==> src/rgp_pkg.sv <==
// Shared types, constants and register codes of the RGB-D gradient pixel selector.
package rgp_pkg;

  localparam int MAX_WIDTH_DEF = 1024;
  localparam int COL_W         = 10;
  localparam int ROW_W         = 12;
  localparam int CFG_IDX_W     = 3;
  localparam int CFG_DATA_W    = 17;
  localparam int LINE_W        = 48;

  localparam logic [CFG_IDX_W-1:0] REG_IMAGE_WIDTH   = 3'd0;
  localparam logic [CFG_IDX_W-1:0] REG_IMAGE_HEIGHT  = 3'd1;
  localparam logic [CFG_IDX_W-1:0] REG_MAX_DEPTH     = 3'd2;
  localparam logic [CFG_IDX_W-1:0] REG_MAX_DEPTH_GRD = 3'd3;
  localparam logic [CFG_IDX_W-1:0] REG_MIN_DEPTH_GRD = 3'd4;
  localparam logic [CFG_IDX_W-1:0] REG_MIN_INT_GRD   = 3'd5;

  localparam logic [10:0] RST_IMAGE_WIDTH   = 11'd640;
  localparam logic [11:0] RST_IMAGE_HEIGHT  = 12'd480;
  localparam logic [15:0] RST_MAX_DEPTH     = 16'hFFFF;
  localparam logic [16:0] RST_MAX_DEPTH_GRD = 17'h1FFFF;
  localparam logic [16:0] RST_MIN_DEPTH_GRD = 17'd0;
  localparam logic [9:0]  RST_MIN_INT_GRD   = 10'd0;

  typedef logic [2:0][2:0][7:0]  iwin_t;
  typedef logic [2:0][2:0][15:0] dwin_t;

  typedef struct packed {
    logic [10:0] image_width;
    logic [11:0] image_height;
    logic [15:0] max_depth;
    logic [16:0] max_depth_grd;
    logic [16:0] min_depth_grd;
    logic [9:0]  min_int_grd;
  } rgp_cfg_t;

  typedef struct packed {
    iwin_t            iwin;
    dwin_t            dwin;
    logic             emit_a;
    logic             emit_b;
    logic             lb_a;
    logic             lb_b;
    logic             tb;
    logic             bb;
    logic             last;
    logic [COL_W-1:0] col;
    logic [ROW_W-1:0] row;
  } rgp_item_t;

endpackage

==> src/rgp_emit.sv <==
// Gradient, validity and selection per result, and the output register.
module rgp_emit (
  input  logic                             clk,
  input  logic                             rst_n,
  input  rgp_pkg::rgp_cfg_t                cfg,
  input  logic                             item_load,
  input  rgp_pkg::rgp_item_t               item,
  output logic                             item_rdy,
  output logic                             out_valid,
  input  logic                             out_stall,
  output logic [rgp_pkg::COL_W-1:0]        out_column,
  output logic [rgp_pkg::ROW_W-1:0]        out_row,
  output logic signed [10:0]               out_intensity_grad_x,
  output logic signed [10:0]               out_intensity_grad_y,
  output logic signed [16:0]               out_depth_grad_x,
  output logic signed [16:0]               out_depth_grad_y,
  output logic                             out_depth_grad_x_valid,
  output logic                             out_depth_grad_y_valid,
  output logic                             out_selected,
  output logic                             out_end_of_run
);

  rgp_pkg::rgp_item_t        it_r;
  logic                      pa_r, pb_r;
  logic                      out_valid_r;
  logic [rgp_pkg::COL_W-1:0] col_r;
  logic [rgp_pkg::ROW_W-1:0] row_r;
  logic signed [10:0]        gx_r, gy_r;
  logic signed [16:0]        dx_r, dy_r;
  logic                      vx_r, vy_r, sel_r, eor_r;

  logic                      out_ld, quiet, lb, rb, tb, bb, eor;
  logic [1:0]                cl, cm, cr;
  logic [1:0]                ir [3];
  logic [1:0]                ic [3];
  logic [1:0]                dr0, dr2, dc0, dc2;
  logic [7:0]                pix [3][3];
  logic signed [11:0]        gx, gy, gxa, gya;
  logic [15:0]               zl, zr, za, zb, z;
  logic                      vx, vy, sel;
  logic signed [17:0]        dx, dy, dxa, dya;
  logic [rgp_pkg::COL_W-1:0] col;

  // a request without results passes without touching the pending ones
  assign quiet    = !item.emit_a && !item.emit_b;
  assign out_ld   = (pa_r || pb_r) && (!out_valid_r || !out_stall);
  assign item_rdy = !(pa_r || pb_r) || (out_ld && !(pa_r && pb_r)) || quiet;

  always_comb begin
    cl  = pa_r ? 2'd0 : 2'd1;
    cm  = pa_r ? 2'd1 : 2'd2;
    cr  = 2'd2;
    lb  = pa_r ? it_r.lb_a : it_r.lb_b;
    rb  = !pa_r;
    tb  = it_r.tb;
    bb  = it_r.bb;
    eor = pa_r ? !it_r.last : 1'b1;
    col = pa_r ? it_r.col - rgp_pkg::COL_W'(1) : it_r.col;

    ir[0] = tb ? (bb ? 2'd1 : 2'd2) : 2'd0;
    ir[1] = 2'd1;
    ir[2] = bb ? (tb ? 2'd1 : 2'd0) : 2'd2;
    ic[0] = lb ? (rb ? cm : cr) : cl;
    ic[1] = cm;
    ic[2] = rb ? (lb ? cm : cl) : cr;
    dr0   = tb ? 2'd1 : 2'd0;
    dr2   = bb ? 2'd1 : 2'd2;
    dc0   = lb ? cm : cl;
    dc2   = rb ? cm : cr;

    for (int a = 0; a < 3; a++) begin
      for (int b = 0; b < 3; b++) begin
        pix[a][b] = it_r.iwin[ir[a]][ic[b]];
      end
    end

    gx = ($signed({4'd0, pix[0][2]}) - $signed({4'd0, pix[0][0]}))
       + (($signed({4'd0, pix[1][2]}) - $signed({4'd0, pix[1][0]})) <<< 1)
       + ($signed({4'd0, pix[2][2]}) - $signed({4'd0, pix[2][0]}));
    gy = ($signed({4'd0, pix[2][0]}) - $signed({4'd0, pix[0][0]}))
       + (($signed({4'd0, pix[2][1]}) - $signed({4'd0, pix[0][1]})) <<< 1)
       + ($signed({4'd0, pix[2][2]}) - $signed({4'd0, pix[0][2]}));
    gxa = gx[11] ? -gx : gx;
    gya = gy[11] ? -gy : gy;

    zl = it_r.dwin[1][dc0];
    zr = it_r.dwin[1][dc2];
    za = it_r.dwin[dr0][cm];
    zb = it_r.dwin[dr2][cm];
    z  = it_r.dwin[1][cm];
    vx = (zl != '0) && (zr != '0);
    vy = (za != '0) && (zb != '0);
    dx = vx ? ($signed({2'd0, zr}) - $signed({2'd0, zl})) : '0;
    dy = vy ? ($signed({2'd0, zb}) - $signed({2'd0, za})) : '0;
    dxa = dx[17] ? -dx : dx;
    dya = dy[17] ? -dy : dy;

    sel = vx && vy && (z != '0) && (z < cfg.max_depth)
       && (dxa < $signed({1'b0, cfg.max_depth_grd}))
       && (dya < $signed({1'b0, cfg.max_depth_grd}))
       && ((gxa > $signed({2'd0, cfg.min_int_grd}))
        || (gya > $signed({2'd0, cfg.min_int_grd}))
        || (dxa > $signed({1'b0, cfg.min_depth_grd}))
        || (dya > $signed({1'b0, cfg.min_depth_grd})));
  end

  always_ff @(posedge clk) begin
    if (!rst_n) begin
      pa_r        <= 1'b0;
      pb_r        <= 1'b0;
      out_valid_r <= 1'b0;
    end else begin
      if (item_load && !quiet) begin
        pa_r <= item.emit_a;
        pb_r <= item.emit_b;
      end else if (out_ld) begin
        if (pa_r) begin
          pa_r <= 1'b0;
        end else begin
          pb_r <= 1'b0;
        end
      end
      if (out_ld) begin
        out_valid_r <= 1'b1;
      end else if (!out_stall) begin
        out_valid_r <= 1'b0;
      end
    end
  end

  always_ff @(posedge clk) begin
    if (item_load && !quiet) begin
      it_r <= item;
    end
    if (out_ld) begin
      col_r <= col;
      row_r <= it_r.row;
      gx_r  <= 11'(gx);
      gy_r  <= 11'(gy);
      dx_r  <= 17'(dx);
      dy_r  <= 17'(dy);
      vx_r  <= vx;
      vy_r  <= vy;
      sel_r <= sel;
      eor_r <= eor;
    end
  end

  assign out_valid              = out_valid_r;
  assign out_column             = col_r;
  assign out_row                = row_r;
  assign out_intensity_grad_x   = gx_r;
  assign out_intensity_grad_y   = gy_r;
  assign out_depth_grad_x       = dx_r;
  assign out_depth_grad_y       = dy_r;
  assign out_depth_grad_x_valid = vx_r;
  assign out_depth_grad_y_valid = vy_r;
  assign out_selected           = sel_r;
  assign out_end_of_run         = eor_r;

  a_second_pending: assert property (@(posedge clk) disable iff (!rst_n)
    out_valid_r && !eor_r |-> pb_r)
    else $error("row-end result lost after its predecessor");
  a_idle_ready: assert property (@(posedge clk) disable iff (!rst_n)
    !(pa_r || pb_r) |-> item_rdy)
    else $error("empty result stage refused a request");

endmodule

==> config.mk <==
export PLATFORM = sky130hd
export DESIGN_NAME = rgp_emit
export DESIGN_NICKNAME = d
export VERILOG_FILES = /design/src/rgp_pkg.sv /design/src/rgp_emit.sv
export SDC_FILE = /design/constraint.sdc
export NUM_CORES = 1
export LEC_CHECK = 0
export BUFFER_PORTS_ARGS = -buffer_cell sky130_fd_sc_hd__clkbuf_2
export CORE_UTILIZATION = 60
export CTS_CLUSTER_DIAMETER = 80
export DETAILED_ROUTE_END_ITERATION = 7
export GPL_TIMING_DRIVEN = 1
export PLACE_DENSITY = 0.89
export SYNTH_ARGS = -nofsm -noshare
export SYNTH_HDL_FRONTEND = slang
export SYNTH_SLANG_ARGS = --single-unit
==> constraint.sdc <==
create_clock -name clk -period 24 [get_ports clk]
set_input_delay 1.2 -clock clk [delete_from_list [all_inputs] [get_ports clk]]
set_output_delay 1.2 -clock clk [all_outputs]
set_load 0.02 [all_outputs]
# Word level (Yosys, flattened, before mapping)
# Index checks and enable logic that the tools add are counted.
# word_totals
word_cells,167
output_inout_bits,84
register_bits,328
# op_classes
mux,59
magnitude_cmp,16
reduce_logical,35
add_sub_neg,17
n_eq_ne,2
# op_table
operator,n
48-bit binary-select mux with 2-bit select,2
16-bit binary-select mux with 2-bit select,5
8-bit binary-select mux with 2-bit select,8
24-bit binary-select mux with 2-bit select,2
48-bit 2-to-1 mux,2
16-bit 2-to-1 mux,5
16-bit nonzero test,5
18-bit 2-to-1 mux,4
8-bit 2-to-1 mux,8
8-bit by 8-bit subtractor with 9-bit output,6
24-bit 2-to-1 mux,2
18-bit > comparator,2
18-bit < comparator,2
18-bit negation,2
16-bit by 16-bit subtractor with 17-bit output,2
11-bit by 9-bit adder with 12-bit output,2
12-bit by 11-bit > comparator with 1-bit output,2
"2-bit by 3-bit < comparator with 1-bit output, second input constant",8
12-bit 2-to-1 mux,2
12-bit negation,2
9-bit by 10-bit adder with 11-bit output,2
16-bit < comparator,1
2-bit 2-to-1 mux,8
1-bit logical AND,13
9 further kinds,32

# Logic depth before layout (Yosys ltp)
# logic_depth
ltp_word,16
mapped_depth,40
ltp_nobuf,35

# Worst setup path after synthesis
# Ideal clock, no wire load.
# synth_timing
path_type,reg2reg
startpoint,register it_r (netlist bit tb)
endpoint,"register sel_r (netlist: out_selected), data pin"
path_buffers,5
setup_time_ns,0.266
path_slack_ns,15.617
t_arrival_ns,8.117
stages_incl_launch_ff,38
cell_sequence,edfxtp_1 buf_2 buf_2 buf_2 buf_1 buf_2 mux2i_1 nor2_1 a21oi_1 o21ai_0 a21o_1 inv_1 ha_1 fa_1 maj3_1 nand2_1 nand2_1 maj3_1 [... 2 more ...] fa_1 inv_1 ha_1 and3_1 a2111oi_0 a21oi_1 and2_1 o31ai_1 o21ai_0 xnor2_1 ha_1 nand4_1 nor2_1 nand4_1 o211ai_1 a21bo_2 a311oi_1 a211oi_1
# synth_between
elab_chain_len,16
word_cells_on_any_way,55
classes_between,13 x add/sub; 4 x order compare; 27 x mux; 11 x reduce/logical
# synth_lines
element,line_no,text
"start, declared",rgp_emit.sv:23,rgp_pkg::rgp_item_t it_r;
"start signal, assigned",rgp_emit.sv:133,it_r <= item;
1-bit 2-to-1 mux,"rgp_emit.sv:62, rgp_emit.sv:66",
2-bit 2-to-1 mux,rgp_emit.sv:62,ir[2] = bb ? (tb ? 2'd1 : 2'd0) : 2'd2;
24-bit binary-select mux with 2-bit select,rgp_emit.sv:73,pix[a][b] = it_r.iwin[ir[a]][ic[b]];
24-bit 2-to-1 mux (implied by the code),rgp_emit.sv:73,
8-bit binary-select mux with 2-bit select,rgp_emit.sv:73,
8-bit 2-to-1 mux (implied by the code),rgp_emit.sv:73,
"8-bit by 8-bit subtractor with 9-bit output, on equally long branches","rgp_emit.sv:80, rgp_emit.sv:81",
9-bit by 10-bit adder with 11-bit output,rgp_emit.sv:81,"+ (($signed({4'd0, pix[2][1]}) - $signed({4'd0, pix[0][1]})) <<< 1)"
11-bit by 9-bit adder with 12-bit output,rgp_emit.sv:82,"+ ($signed({4'd0, pix[2][2]}) - $signed({4'd0, pix[0][2]}));"
12-bit negation,rgp_emit.sv:84,gya = gy[11] ? -gy : gy;
12-bit 2-to-1 mux,rgp_emit.sv:84,
12-bit by 11-bit > comparator with 1-bit output,rgp_emit.sv:102,"|| (gya > $signed({2'd0, cfg.min_int_grd}))"
1-bit logical OR,rgp_emit.sv:102,
1-bit logical OR,rgp_emit.sv:103,"|| (dxa > $signed({1'b0, cfg.min_depth_grd}))"
1-bit logical OR,rgp_emit.sv:104,"|| (dya > $signed({1'b0, cfg.min_depth_grd})));"
1-bit logical AND (*),rgp_emit.sv:101,"&& ((gxa > $signed({2'd0, cfg.min_int_grd}))"
via sel,rgp_emit.sv:40,"logic vx, vy, sel;"
"end signal, assigned",rgp_emit.sv:144,sel_r <= sel;
"end, declared",rgp_emit.sv:30,"logic vx_r, vy_r, sel_r, eor_r;"
# The timed path passes the listed nets; every way through them passes the cells marked *. The select of a mux whose other input is x is not followed.
# A chain may end at the register's enable or synchronous reset.

# Worst setup path in the final report
# layout_timing
startpoint,register it_r (netlist bit bb)
endpoint,"register sel_r (netlist: out_selected), data pin"
# layout_between
elab_chain_len,16
word_cells_on_any_way,55
classes_between,13 x add/sub; 4 x order compare; 27 x mux; 11 x reduce/logical
# layout_lines
element,line_no,text
2-bit 2-to-1 mux,"rgp_emit.sv:60, rgp_emit.sv:67",
2-bit 2-to-1 mux,rgp_emit.sv:60,ir[0] = tb ? (bb ? 2'd1 : 2'd2) : 2'd0;
24-bit binary-select mux with 2-bit select,rgp_emit.sv:73,
24-bit 2-to-1 mux (implied by the code),rgp_emit.sv:73,
8-bit binary-select mux with 2-bit select,rgp_emit.sv:73,
8-bit 2-to-1 mux (implied by the code),rgp_emit.sv:73,
"8-bit by 8-bit subtractor with 9-bit output, on equally long branches","rgp_emit.sv:77, rgp_emit.sv:80, rgp_emit.sv:81",
"9-bit by 10-bit adder with 11-bit output, on equally long branches","rgp_emit.sv:78, rgp_emit.sv:81",
"11-bit by 9-bit adder with 12-bit output, on equally long branches","rgp_emit.sv:79, rgp_emit.sv:82",
"12-bit negation, on equally long branches","rgp_emit.sv:83, rgp_emit.sv:84",
"12-bit 2-to-1 mux, on equally long branches","rgp_emit.sv:83, rgp_emit.sv:84",
"12-bit by 11-bit > comparator with 1-bit output, on equally long branches","rgp_emit.sv:101, rgp_emit.sv:102",
1-bit logical OR,rgp_emit.sv:102,
1-bit logical OR,rgp_emit.sv:103,
1-bit logical OR,rgp_emit.sv:104,
1-bit logical AND (*),rgp_emit.sv:101,
via sel,rgp_emit.sv:40,
# Marks and branches as above.

==> impl_metrics.env <==
export IMPL_syn_to_final_growth_pct=15.4
export IMPL_drt_total_wl_um=59600
export IMPL_portBuffers=360
export IMPL_clock_root_buffer="clkbuf_16"
export IMPL_finalWorstSetupSlack_ps=14360
export IMPL_cpLargestDelayFamily="compound AO/OA/AOI/OAI gates"
export IMPL_final_cell_mix="clkbuf_2 (360), edfxtp_1 (293), ha_1 (198)"
export IMPL_gp_congestion=0.986
export IMPL_fin_crit_ps=9640
export IMPL_cts_buffers=31
export IMPL_dp_hpwl_um=46000
export IMPL_drc=0
export IMPL_highest_layer="met4"
export IMPL_synthArstFlopShare=0
export IMPL_wl_met3_um=5590
export IMPL_dr_total_vias=17200
export IMPL_vias_per_cell=6.19
export IMPL_holdBufCountCts=0
export IMPL_clk_pin_slew_ps=60
export IMPL_core_rowCount=68
export IMPL_cp_slowest_cell="buf_4"
export IMPL_power_leakage_nw=10.7
export IMPL_worstPathRequired_ps=24300
export IMPL_setup_tns_ps=0
export IMPL_ant_nets=0
export IMPL_grt_pass1_vias=16704
export IMPL_synth_edff_count=293
export IMPL_cts_tree="done"
export IMPL_yosysSeqAreaShare=0.421
export IMPL_slew_violations=0
export IMPL_grt_usage=0.327
export IMPL_insertion_delay_ps=560
export IMPL_start_util=0.609
export IMPL_critPathKind="flop to flop"
export IMPL_hold_violations=0
export IMPL_drt_iter0_drc=1539
export IMPL_drt_met1_wl_um=24800
export IMPL_max_freq_ghz=0.104
export IMPL_fp_dieW_um=189
export IMPL_clock_sinks=296
export IMPL_cap_violations=0
export IMPL_critPathBufInv=4
export IMPL_outcome="finished clean"
export IMPL_ys_seq_elements=296
export IMPL_slew_headroom=0.250
export IMPL_p_per_area_mw_per_mm2=158
export IMPL_hold_class="flop to flop"
export IMPL_synth_top_flop_cell="edfxtp_1"
export IMPL_synth_distinct_cells=80
export IMPL_ios=416
export IMPL_place_ws_ps=14430
export IMPL_dieArea_mm2=0.0358
export IMPL_wl_met2_um=26800
export IMPL_fill_cells=2438
export IMPL_layout_commonest_cell="clkbuf_2"
export IMPL_r2r_slack_ps=14360
export IMPL_worstPathArrival_ps=9930
export IMPL_worstSetupStartpointType="flop"
export IMPL_ctsHtreeMaxLevel=1
export IMPL_antenna_found_initial=5
export IMPL_syn_num_nets=2503
export IMPL_fin_util=0.703
export IMPL_core_mm2=0.0345
export IMPL_post_cts_resized=0
export IMPL_syn_area_mm2=0.0211
export IMPL_critPathMaxStageDelay_ps=780
export IMPL_yosysWarningCount=0
export IMPL_grt_pass1_wl_um=90400
export IMPL_grt_start_max_net_pins=91
export IMPL_setup_viol=0
export IMPL_dr_pass1_iters=5
export IMPL_die_h_um=189
export IMPL_period_share=0.402
export IMPL_worstPathMaxFanout=67
export IMPL_rsz0062_at_grt="no"
export IMPL_gr_total_overflow=0
export IMPL_cts_setup_buffers=0
export IMPL_worst_slew_pin_slew_ps=1120
export IMPL_clk_path_buf_depth=3
export IMPL_ir_worst_vdd_mv=0.170
export IMPL_final_nets=2854
export IMPL_synthCells=1945
export IMPL_endpoint_kind="flop"
export IMPL_syn_area_per_cell_um2=10.8
export IMPL_layout_drive_gt1_share=0.223
export IMPL_wl_per_cell_um=21.5
export IMPL_skew_ps=12.5
==> power by group <==
part / total [mW] / switching, mW / internal, mW / leakage, nW
clock: 0.467 / 0.207 / 0.260 / 0.475
sequential: 0.741 / 0.0382 / 0.703 / 2.81
combinational: 2.62 / 1.53 / 1.09 / 7.44
==> path summary, 6_finish.rpt <==
kind,from,endpoint,cells after the start
max,bb,out_selected,33
min reg2reg,it_r[1],out_row[1],0
min,it_r[1],out_row[1],0
max reg2reg,bb,out_selected,33
==> area by class of cell <==
class	count	area, µm²	share of cell area
Tap cell	455	569	0.0234
Clock buffer	32	779	0.0321
Antenna cell	4	10.0	0.000412
Timing Repair Buffer	374	1910	0.0785
Sequential cell	296	8860	0.365
Inverter	185	694	0.0286
Clock inverter	23	200	0.00824
Multi-Input combinational cell	1408	11300	0.464
==> cells in the mapped netlist, types with 28 or more instances <==
cell	n	share of area
ha_1	198	0.12
a21oi_1	129	0.031
mux2_2	29	0.016
fa_1	28	0.027
mux2i_1	101	0.048
edfxtp_1	293	0.42
xor2_1	51	0.021
a21o_1	51	0.018
mux4_2	33	0.035
nand2_1	109	0.019
nor2_1	160	0.029
inv_1	184	0.033
o21ai_0	75	0.018
xnor2_1	71	0.030
==> cell families (layout without fill, tap and decap cells) <==
| kind of cell | after synthesis | in the layout | synth area share |
|---|---|---|---|
| compound gates | 408 | 408 | 0.125 |
| xor+xnor | 122 | 122 | 0.0508 |
| fa+ha+maj | 235 | 235 | 0.149 |
| buf+inv | 241 | 614 | 0.0446 |
| flops | 296 | 296 | 0.421 |
| mux | 164 | 164 | 0.0995 |
| other cells | 0 | 4 | 0 |
| simple gates | 479 | 479 | 0.111 |
==> per-stage QoR <==
| step | cells | hold WS (ps) | power, mW | instance area [µm²] |
|---|---|---|---|---|
| 2_1_floorplan | 1945 | 400 | 2.68 | 21100 |
| 3_3_place_gp | 2718 | 401 | 3.17 | 23300 |
| 3_5_place_dp | 2718 | 407 | 3.31 | 23300 |
| 4_1_cts | 2773 | 421 | 3.80 | 24300 |
| 5_1_grt | 2777 | 429 | 4.13 | 24300 |
| 6_report | 2777 | 419 | 3.83 | 24300 |
==> flip-flops by register name, indices dropped and copies added (netlist names) <==
| register | count |
|---|---|
| it_r | 209 |
| out_depth_grad_x | 17 |
| out_depth_grad_y | 17 |
| out_row | 12 |
| out_intensity_grad_x | 11 |
| out_intensity_grad_y | 11 |
| out_column | 10 |
| bb | 1 |
| out_depth_grad_x_valid | 1 |
| out_depth_grad_y_valid | 1 |
| out_end_of_run | 1 |
| out_selected | 1 |
| out_valid | 1 |
| pa_r | 1 |
| pb_r | 1 |
| tb | 1 |
==> per-layer routing <==
layer	vias to the layer above	GRT usage
met5	-	0
met4	0	0.134
met3	172	0.0530
met2	1050	0.516
met1	8100	0.450
li1	7878	-
Note: power is estimated with default switching activity, not from simulation.
